--- config.mk ---
export PLATFORM = sky130hd
export DESIGN_NAME = humidity_temp_frame_checker_core
export DESIGN_NICKNAME = d
export VERILOG_FILES = /design/src/hw/rtl/htfc_pkg.sv /design/src/hw/rtl/htfc_frame.sv /design/src/hw/rtl/htfc_scale.sv /design/src/hw/rtl/humidity_temp_frame_checker_core.sv
export SDC_FILE = /design/constraint.sdc
export NUM_CORES = 1
export LEC_CHECK = 0
export BUFFER_PORTS_ARGS = -buffer_cell sky130_fd_sc_hd__clkbuf_2
export CAP_MARGIN = 20
export CELL_PAD_IN_SITES_DETAIL_PLACEMENT = 1
export CELL_PAD_IN_SITES_GLOBAL_PLACEMENT = 1
export CORE_MARGIN = 2
export CORE_UTILIZATION = 30
export CTS_BUF_LIST = sky130_fd_sc_hd__clkbuf_16
export CTS_CLUSTER_DIAMETER = 200
export DETAILED_ROUTE_END_ITERATION = 8
export HOLD_SLACK_MARGIN = 0.02
export PLACE_DENSITY = 0.6
export SLEW_MARGIN = 20
export SYNTH_ARGS = -nofsm -noshare
export SYNTH_HDL_FRONTEND = slang
export SYNTH_SLANG_ARGS = --single-unit
export TNS_END_PERCENT = 1
--- constraint.sdc ---
create_clock -name clk -period 8.2 [get_ports clk]
set_clock_uncertainty 0.15 [all_clocks]
set_input_delay 0.41 -clock clk [delete_from_list [all_inputs] [get_ports clk]]
set_output_delay 0.41 -clock clk [all_outputs]
set_load 0.005 [all_outputs]
--- src/hw/rtl/htfc_pkg.sv ---
// Package for the humidity/temperature frame checker.
// Holds the status codes, the CRC-8 step and the frame result type.
// No dependencies.
`timescale 1ns / 1ps

package htfc_pkg;

  localparam logic [7:0] CRC_INIT = 8'hFF;
  localparam logic [7:0] CRC_POLY = 8'h31;
  localparam logic [2:0] LAST_POS = 3'd5;

  typedef enum logic [1:0] {
    STATUS_OK         = 2'd0,
    STATUS_FIRST_BAD  = 2'd1,
    STATUS_SECOND_BAD = 2'd2,
    STATUS_SHORT      = 2'd3
  } status_t;

  typedef enum logic [2:0] {
    POS_WORD1_HI = 3'd0,
    POS_WORD1_LO = 3'd1,
    POS_CRC1     = 3'd2,
    POS_WORD2_HI = 3'd3,
    POS_WORD2_LO = 3'd4,
    POS_CRC2     = 3'd5
  } pos_t;

  // Result of one accepted item, handed from the frame tracker to the output stage.
  typedef struct packed {
    logic        valid;
    status_t     status;
    logic        short_read;
    logic [15:0] first_word;
    logic [15:0] second_word;
  } frame_res_t;

  // CRC-8, polynomial 0x31, MSB first, over one byte.
  function automatic logic [7:0] crc8_byte(input logic [7:0] crc, input logic [7:0] b);
    logic [7:0] c;
    c = crc ^ b;
    for (int i = 0; i < 8; i++) begin
      if (c[7]) begin
        c = {c[6:0], 1'b0} ^ CRC_POLY;
      end else begin
        c = {c[6:0], 1'b0};
      end
    end
    return c;
  endfunction

endpackage

--- src/hw/rtl/htfc_frame.sv ---
// Frame tracker: byte position, running CRC, word capture and status.
// Depends on htfc_pkg.
`timescale 1ns / 1ps

module htfc_frame (
  input  logic                clk,
  input  logic                rst_n,
  input  logic                acc,
  input  logic                cmd,
  input  logic [7:0]          data_byte,
  output htfc_pkg::frame_res_t res
);

  logic [2:0]  byte_count_r, byte_count_nxt;
  logic [7:0]  crc_r, crc_nxt;
  logic [15:0] word_one_r, word_one_nxt;
  logic [15:0] word_two_r, word_two_nxt;
  logic        first_bad_r, first_bad_nxt;
  logic [2:0]  pos;
  logic [7:0]  crc_step;
  logic        second_bad;

  // Out-of-range count restarts the frame.
  assign pos      = (byte_count_r > htfc_pkg::LAST_POS) ? 3'd0 : byte_count_r;
  assign crc_step = htfc_pkg::crc8_byte(crc_r, data_byte);
  assign second_bad = (data_byte != crc_r);

  always_comb begin
    byte_count_nxt = byte_count_r;
    crc_nxt        = crc_r;
    word_one_nxt   = word_one_r;
    word_two_nxt   = word_two_r;
    first_bad_nxt  = first_bad_r;
    res.valid       = 1'b0;
    res.status      = htfc_pkg::STATUS_OK;
    res.short_read  = 1'b0;
    res.first_word  = word_one_r;
    res.second_word = word_two_r;
    if (acc) begin
      if (cmd) begin
        if (byte_count_r != 3'd0) begin
          res.valid       = 1'b1;
          res.status      = htfc_pkg::STATUS_SHORT;
          res.short_read  = 1'b1;
          res.first_word  = 16'd0;
          res.second_word = 16'd0;
          byte_count_nxt  = 3'd0;
          crc_nxt         = htfc_pkg::CRC_INIT;
          word_one_nxt    = 16'd0;
          word_two_nxt    = 16'd0;
          first_bad_nxt   = 1'b0;
        end
      end else begin
        byte_count_nxt = pos + 3'd1;
        unique case (pos)
          htfc_pkg::POS_WORD1_HI: begin
            word_one_nxt = {data_byte, 8'd0};
            crc_nxt      = crc_step;
          end
          htfc_pkg::POS_WORD1_LO: begin
            word_one_nxt = {word_one_r[15:8], data_byte};
            crc_nxt      = crc_step;
          end
          htfc_pkg::POS_CRC1: begin
            first_bad_nxt = (data_byte != crc_r);
            crc_nxt       = htfc_pkg::CRC_INIT;
          end
          htfc_pkg::POS_WORD2_HI: begin
            word_two_nxt = {data_byte, 8'd0};
            crc_nxt      = crc_step;
          end
          htfc_pkg::POS_WORD2_LO: begin
            word_two_nxt = {word_two_r[15:8], data_byte};
            crc_nxt      = crc_step;
          end
          default: begin
            res.valid = 1'b1;
            if (first_bad_r) begin
              res.status = htfc_pkg::STATUS_FIRST_BAD;
            end else if (second_bad) begin
              res.status = htfc_pkg::STATUS_SECOND_BAD;
            end else begin
              res.status = htfc_pkg::STATUS_OK;
            end
            byte_count_nxt = 3'd0;
            crc_nxt        = htfc_pkg::CRC_INIT;
            word_one_nxt   = 16'd0;
            word_two_nxt   = 16'd0;
            first_bad_nxt  = 1'b0;
          end
        endcase
      end
    end
  end

  always_ff @(posedge clk) begin
    if (!rst_n) begin
      byte_count_r <= 3'd0;
      crc_r        <= htfc_pkg::CRC_INIT;
      word_one_r   <= 16'd0;
      word_two_r   <= 16'd0;
      first_bad_r  <= 1'b0;
    end else begin
      byte_count_r <= byte_count_nxt;
      crc_r        <= crc_nxt;
      word_one_r   <= word_one_nxt;
      word_two_r   <= word_two_nxt;
      first_bad_r  <= first_bad_nxt;
    end
  end

endmodule

--- src/hw/rtl/htfc_scale.sv ---
// Scaling of the raw words to centidegrees and centipercent.
// Depends on nothing outside this file.
`timescale 1ns / 1ps

module htfc_scale (
  input  logic               zero,
  input  logic [15:0]        first_word,
  input  logic [15:0]        second_word,
  output logic signed [14:0] temperature_centi,
  output logic signed [14:0] humidity_centi
);

  localparam logic [12:0] TEMP_GAIN = 13'd4375;
  localparam logic [11:0] HUM_GAIN  = 12'd3125;
  localparam logic signed [15:0] TEMP_OFFSET = 16'sd4500;
  localparam logic signed [15:0] HUM_OFFSET  = 16'sd600;

  logic [28:0]        temp_prod;
  logic [27:0]        hum_prod;
  logic signed [15:0] temp_full;
  logic signed [15:0] hum_full;

  assign temp_prod = TEMP_GAIN * first_word;
  assign hum_prod  = HUM_GAIN * second_word;
  // Drop 14 fraction bits, then remove the offset in signed form.
  assign temp_full = $signed({1'b0, temp_prod[28:14]}) - TEMP_OFFSET;
  assign hum_full  = $signed({2'b00, hum_prod[27:14]}) - HUM_OFFSET;

  assign temperature_centi = zero ? 15'sd0 : temp_full[14:0];
  assign humidity_centi    = zero ? 15'sd0 : hum_full[14:0];

endmodule

--- src/hw/rtl/humidity_temp_frame_checker_core.sv ---
// Top level of the humidity/temperature frame checker.
// Depends on htfc_pkg, htfc_frame and htfc_scale.
//
// Usage:
//   Input channel in_valid/in_ready carries one item per handshake: in_cmd 0
//   delivers a response byte on in_data_byte, in_cmd 1 marks end of transfer.
//   After the sixth byte of a frame one result item appears on the out_
//   channel with status (ok, first CRC bad, second CRC bad, short read), the
//   raw words, the serial number and the scaled readings. An end marker after
//   one to five bytes gives a short-read item with all other fields zero; an
//   end marker with no bytes pending gives nothing.
//   A result is valid on the cycle after the sixth byte is taken.
//   Throughput: one item per cycle while in_ready is high; the CRC step,
//   the frame update and the scaling multipliers all complete between the
//   input handshake and the single output register.
//   Reset (rst_n low, synchronous): frame state clears, no result is valid.
//   Receiver stall: the output register holds its item; in_ready drops only
//   while that register is full and out_ready is low.
`timescale 1ns / 1ps

module humidity_temp_frame_checker_core (
  input  logic               clk,
  input  logic               rst_n,
  input  logic               in_valid,
  output logic               in_ready,
  input  logic               in_cmd,
  input  logic [7:0]         in_data_byte,
  output logic               out_valid,
  input  logic               out_ready,
  output logic [1:0]         out_status,
  output logic [15:0]        out_first_word,
  output logic [15:0]        out_second_word,
  output logic [31:0]        out_serial_number,
  output logic signed [14:0] out_temperature_centi,
  output logic signed [14:0] out_humidity_centi
);

  htfc_pkg::frame_res_t res;
  logic                 in_acc;
  logic signed [14:0]   temp_c;
  logic signed [14:0]   hum_c;

  logic               out_valid_r, out_valid_nxt;
  logic [1:0]         status_r;
  logic [15:0]        first_word_r;
  logic [15:0]        second_word_r;
  logic signed [14:0] temp_r;
  logic signed [14:0] hum_r;

  assign in_ready = !out_valid_r || out_ready;
  assign in_acc   = in_valid && in_ready;

  htfc_frame u_frame (
    .clk       (clk),
    .rst_n     (rst_n),
    .acc       (in_acc),
    .cmd       (in_cmd),
    .data_byte (in_data_byte),
    .res       (res)
  );

  htfc_scale u_scale (
    .zero              (res.short_read),
    .first_word        (res.first_word),
    .second_word       (res.second_word),
    .temperature_centi (temp_c),
    .humidity_centi    (hum_c)
  );

  always_comb begin
    out_valid_nxt = out_valid_r;
    if (res.valid) begin
      out_valid_nxt = 1'b1;
    end else if (out_ready) begin
      out_valid_nxt = 1'b0;
    end
  end

  always_ff @(posedge clk) begin
    if (!rst_n) begin
      out_valid_r <= 1'b0;
    end else begin
      out_valid_r <= out_valid_nxt;
    end
  end

  // Load payload only when a new result is produced.
  always_ff @(posedge clk) begin
    if (res.valid) begin
      status_r      <= res.status;
      first_word_r  <= res.first_word;
      second_word_r <= res.second_word;
      temp_r        <= temp_c;
      hum_r         <= hum_c;
    end
  end

  assign out_valid             = out_valid_r;
  assign out_status            = status_r;
  assign out_first_word        = first_word_r;
  assign out_second_word       = second_word_r;
  assign out_serial_number     = {first_word_r, second_word_r};
  assign out_temperature_centi = temp_r;
  assign out_humidity_centi    = hum_r;

`ifndef NO_ASSERTIONS
  a_res_lands: assert property (@(posedge clk) disable iff (!rst_n)
    res.valid |=> out_valid_r)
    else $error("produced result did not reach the output register");

  a_res_needs_room: assert property (@(posedge clk) disable iff (!rst_n)
    res.valid |-> (!out_valid_r || out_ready))
    else $error("result produced while the output register was full");

  a_short_zero: assert property (@(posedge clk) disable iff (!rst_n)
    (out_valid_r && out_status == htfc_pkg::STATUS_SHORT) |->
      (out_first_word == 16'd0 && out_second_word == 16'd0 &&
       out_temperature_centi == 15'sd0 && out_humidity_centi == 15'sd0))
    else $error("short-read item carries nonzero fields");
`endif

endmodule
-- Yosys cells after proc, flatten, opt, wreduce, memory -nomap -nowiden
Index checks and enable logic that the tools add are counted.
- register bits after elaboration: 109
- input bits: 13
- output and inout port bits: 98
- logic and storage cells: 87
- $add $sub $neg: 3
- $mul: 2
- $lt $le $gt $ge: 1
- equal/unequal tests: 11
- multiplexer cells: 32
- bitwise operators: 9
- reductions and logical operators: 16
- operators by type and width (cell ; count):
    $pmux W16 S3 ; 2
    $mux W36 ; 2
    $mux W16 ; 3
    $mux W6 ; 8
    $mux W33 ; 1
    $mul A13 B16 Y29 const A ; 1
    $mul A12 B16 Y28 const A ; 1
    $mux W8 ; 3
    $not A3 Y3 ; 8
    $mux W3 ; 6
    $sub A14 B10 Y15 const B ; 1
    $sub A15 B13 Y15 const B ; 1
    $reduce_and A3 Y1 ; 3
    $ne A2 B1 Y1 const B ; 4
    $ne A8 B8 Y1 ; 1
    $reduce_and A4 Y1 ; 2
    $xor A8 B8 Y8 ; 1
    $eq A3 B2 Y1 const B ; 2
    $reduce_or A3 Y1 ; 2
    $reduce_or A5 Y1 ; 1
    $mux W1 ; 4
    $mux W2 ; 2
    $ne A2 B2 Y1 const B ; 2
    $reduce_or A4 Y1 ; 1
    12 further kinds ; 12

-- Longest topological paths before layout
- depth in word-level cells: 19
- mapped depth: 30
- depth with buffers taken out: 27

-- Hierarchy
A second synthesis with hierarchy kept.
- cells, all modules: 1171
- area, all modules: 11688.7 um2
- modules (own cells, without submodules) (module ; instances ; cells an instance ; area each (um2) ; sequential area each (um2)):
    htfc_scale ; 1 ; 764 ; 6742.7 ; 0.0
    htfc_frame ; 1 ; 306 ; 2726.4 ; 880.8
    humidity_temp_frame_checker_core ; 1 ; 101 ; 2219.6 ; 1941.9

-- Worst setup path before layout
OpenSTA, ideal clock, no wires.
- kind: input-to-reg
- start: input port out_ready
- end: register hum_r[11] (netlist: out_humidity_centi[11]) (data pin)
- library setup time: 0.266 ns
- arrival: 6.475 ns
- required time: 7.784 ns
- setup slack: 1.310 ns
- cell stages on the path: 27
- buffers on the path: 4
- cell sequence: and2b_2 or3_2 clkbuf_1 clkbuf_1 and2_1 ha_1 ha_1 inv_1 fa_1 inv_1 fa_1 inv_1 fa_1 inv_1 ha_1 buf_2 a21oi_2 nand2_1 o31ai_1 o21ai_0 and4_1 or3_1 clkbuf_2 or3_1 mux2i_1 o21a_2 nor3_2
- RTL lines (element ; line ; source):
    start, declared ; humidity_temp_frame_checker_core.sv:29 ; input logic out_ready,
    end signal, assigned ; humidity_temp_frame_checker_core.sv:94 ; hum_r <= hum_c;
    end, declared ; humidity_temp_frame_checker_core.sv:48 ; logic signed [14:0] hum_r;

==> impl_metrics.json <==
{
  "fin_crit_sh": 0.928,
  "worst_pin_slew_ns": 1.11,
  "crit_type": "flip-flop to flip-flop",
  "top_usage_layer": "met2",
  "synth_flop_cell": "edfxtp_1",
  "die_w_um": 202,
  "fin_ws_ns": 0.593,
  "clk_pin_slew_worst_paths_ns": 0.09,
  "cts_tree": "yes",
  "crit_path_frequent_cell": "inv_1",
  "post_cts_buffers": 0,
  "crit_path_max_incr_delay_ns": 0.59,
  "cp_max_fo": 28,
  "ys_top_cells_by_count": "210 x ha_1, 186 x inv_1, 71 x fa_1, 68 x nand2_1, 64 x edfxtp_1",
  "async_reset_ff_frac": 0,
  "dpl_cell_area_mm2": 0.0126,
  "wl_per_cell_um": 16.2,
  "pin_count": 111,
  "cts_resized": 0,
  "insertion_delay_ns": 0.40,
  "crit_required_ns": 8.17,
  "grt_use_met3": 0.0260,
  "grt_pass1_wl_um": 47900,
  "synth_edf_count": 64,
  "grt_overflow": 0,
  "netlist.area_leader.share": 0.224,
  "placementRows": 72,
  "synth.area.top_cells": "ha_1 22%, edfxtp_1 16%, fa_1 12%",
  "cp-start-kind": "flip-flop",
  "seq_area_frac_synth": 0.240,
  "syn_nets": 1505,
  "dpl.hpwl_um": 23600,
  "cts_hold_buf": 0,
  "vias": 8500,
  "synth_warnings": 0,
  "port_buffers": 110,
  "stdcell_area_mm2": 0.0129,
  "root_buffer": "clkbuf_16",
  "cp_slowest_cell": "a221oi_1",
  "tns_ns": 0,
  "hold_viol_final": 0,
  "antenna-diode-count": 0,
  "slew_headroom": 0.257,
  "cp.arrival_ns": 7.58,
  "n_fill_cell": 4484,
  "synth_top_cell_by_area": "ha_1",
  "crit_family": "compound AO/OA/AOI/OAI gates",
  "drive_above_1_share": 0.128,
  "power.density_mw_per_mm2": 108,
  "drtAntennaViolNets": 0,
  "dieArea_mm2": 0.0408,
  "die_h_um": 202,
  "synth_seq_cells": 109,
  "drc": 0,
  "netlist_instances": 1211,
  "grt_max_degree": 65,
  "setup_viol": 0,
  "met2_usage": 0.234,
  "syn2layout_area_growth_pct": 9.47,
  "htreeDepth": 3,
  "ys_types": 84,
  "cp_num_buf_inv": 6,
  "min_period_ns": 7.61,
  "gp_congestion": 0.815,
  "p_leak_nw": 6.80,
  "drtIter0Drc": 305,
  "core_area_mm2": 0.0386,
  "clock_path_buffers": 2,
  "grtUsageMet1": 0.214,
  "slew_viol_final": 0,
  "finalPower_mw": 1.39,
  "nets": 1566,
  "endpoint_kind": "flip-flop",
  "wirelength_um": 29200,
  "ir_drop_uv": 106,
  "outcome": "complete, no violations",
  "maxCapViolations": 0,
  "grt_pass1_vias": 8907,
  "syn_avg_cell_area_um2": 9.70,
  "max_freq_ghz": 0.131,
  "start_util": 0.304,
  "synth.most_common_cell": "ha_1",
  "grt_usage": 0.149,
  "cts_sinks": 109,
  "pre_cts_slack_ns": 0.389,
  "hold_path_class": "input port to flip-flop",
  "rsz0062_at_grt": "no",
  "syn_area_mm2": 0.0117,
  "via_per_inst": 4.74,
  "cts_made_buffers": 9,
  "dr.pass1.iters": 4,
  "antenna_found_initial": 0
}
-- logic make-up (layout without fill, tap and decap cells) --
group | count (synthesis) | after routing | synth area share
flops | 109 | 109 | 0.240
xor+xnor | 80 | 80 | 0.0609
compound gates | 184 | 184 | 0.121
simple gates | 296 | 296 | 0.131
fa+ha+maj | 281 | 281 | 0.345
buf+inv | 249 | 315 | 0.0921
mux | 12 | 12 | 0.0102
-- cell usage in the layout, fill, tap and decap left out, drive strengths merged, types with 35 or more instances in the layout --
cell type  instances
xor2              36
fa                71
clkbuf           119
ha               210
nand2             68
dfxtp             45
xnor2             44
and2              49
a21oi             35
nor2              55
nand3             42
edfxtp            64
inv              191
-- metal layers --
layer,routed length (um),vias to the layer above,share of wire
met4,282,0,0.0097
li1,-,4206,-
met2,12900,124,0.44
met1,15000,4156,0.52
met5,0,-,0
met3,948,14,0.033
-- sequential cells by signal, indices dropped and copies added (netlist names) --
register and flops:
out_humidity_centi 15, u_frame.word_two_r 16, out_valid 1, out_first_word 16, out_status 2, u_frame.byte_count_r 3, u_frame.first_bad_r 1, out_second_word 16
u_frame.word_one_r 16, u_frame.crc_r 8, out_temperature_centi 15
-- area by class of cell --
class | instances | area (um^2) | share of cell area
Timing Repair Buffer | 113 | 573 | 0.0446
Sequential cell | 109 | 2820 | 0.219
Tap cell | 518 | 648 | 0.0504
Inverter | 186 | 698 | 0.0543
Clock inverter | 7 | 50.0 | 0.00389
Clock buffer | 9 | 225 | 0.0175
Multi-Input combinational cell | 853 | 7840 | 0.610
-- worst paths after layout --
check,startpoint,end,slack [ns],depth (start not counted)
max,u_frame.byte_count_r[0],out_temperature_centi[11],0.59,25
min,in_data_byte[0],u_frame.word_one_r[8],0.25,3
max reg2reg,u_frame.byte_count_r[0],out_temperature_centi[11],0.59,25
min reg2reg,u_frame.word_two_r[12],u_frame.word_two_r[12],0.31,2
-- stage by stage --
stage,cells,util,hold slack [ns]
5_1_grt,1795,0.333,0.241
4_1_cts,1795,0.333,0.224
3_3_place_gp,1779,0.326,0.299
3_5_place_dp,1779,0.326,0.308
2_1_floorplan,1211,-,0.286
6_report,1795,0.333,0.246
-- power by group --
group | internal [mW] | leakage, nW | total, mW | switching [mW]
logic | 0.128 | 5.72 | 0.315 | 0.188
registers | 0.606 | 0.941 | 0.620 | 0.0139
clock network | 0.210 | 0.139 | 0.459 | 0.249
-- worst register-to-register path, stage by stage, from the launching register on --
cell       delay (ns)
dfxtp_1          0.39
o31ai_4          0.38
or3_2            0.48
buf_4            0.33
nand2_1          0.13
inv_1            0.28
ha_1             0.21
inv_1            0.05
fa_1             0.48
inv_1            0.05
ha_1             0.31
fa_1             0.48
inv_1            0.05
fa_1             0.53
inv_1            0.04
ha_1             0.44
a211oi_2         0.32
o211ai_1         0.18
a21o_1           0.19
o211ai_1         0.25
o2111ai_1        0.27
a221oi_1         0.59
o21ai_0          0.26
a32oi_1          0.26
nand3_1          0.10
nor3b_1          0.14
No activity file was read; power rests on OpenSTA's default activity.
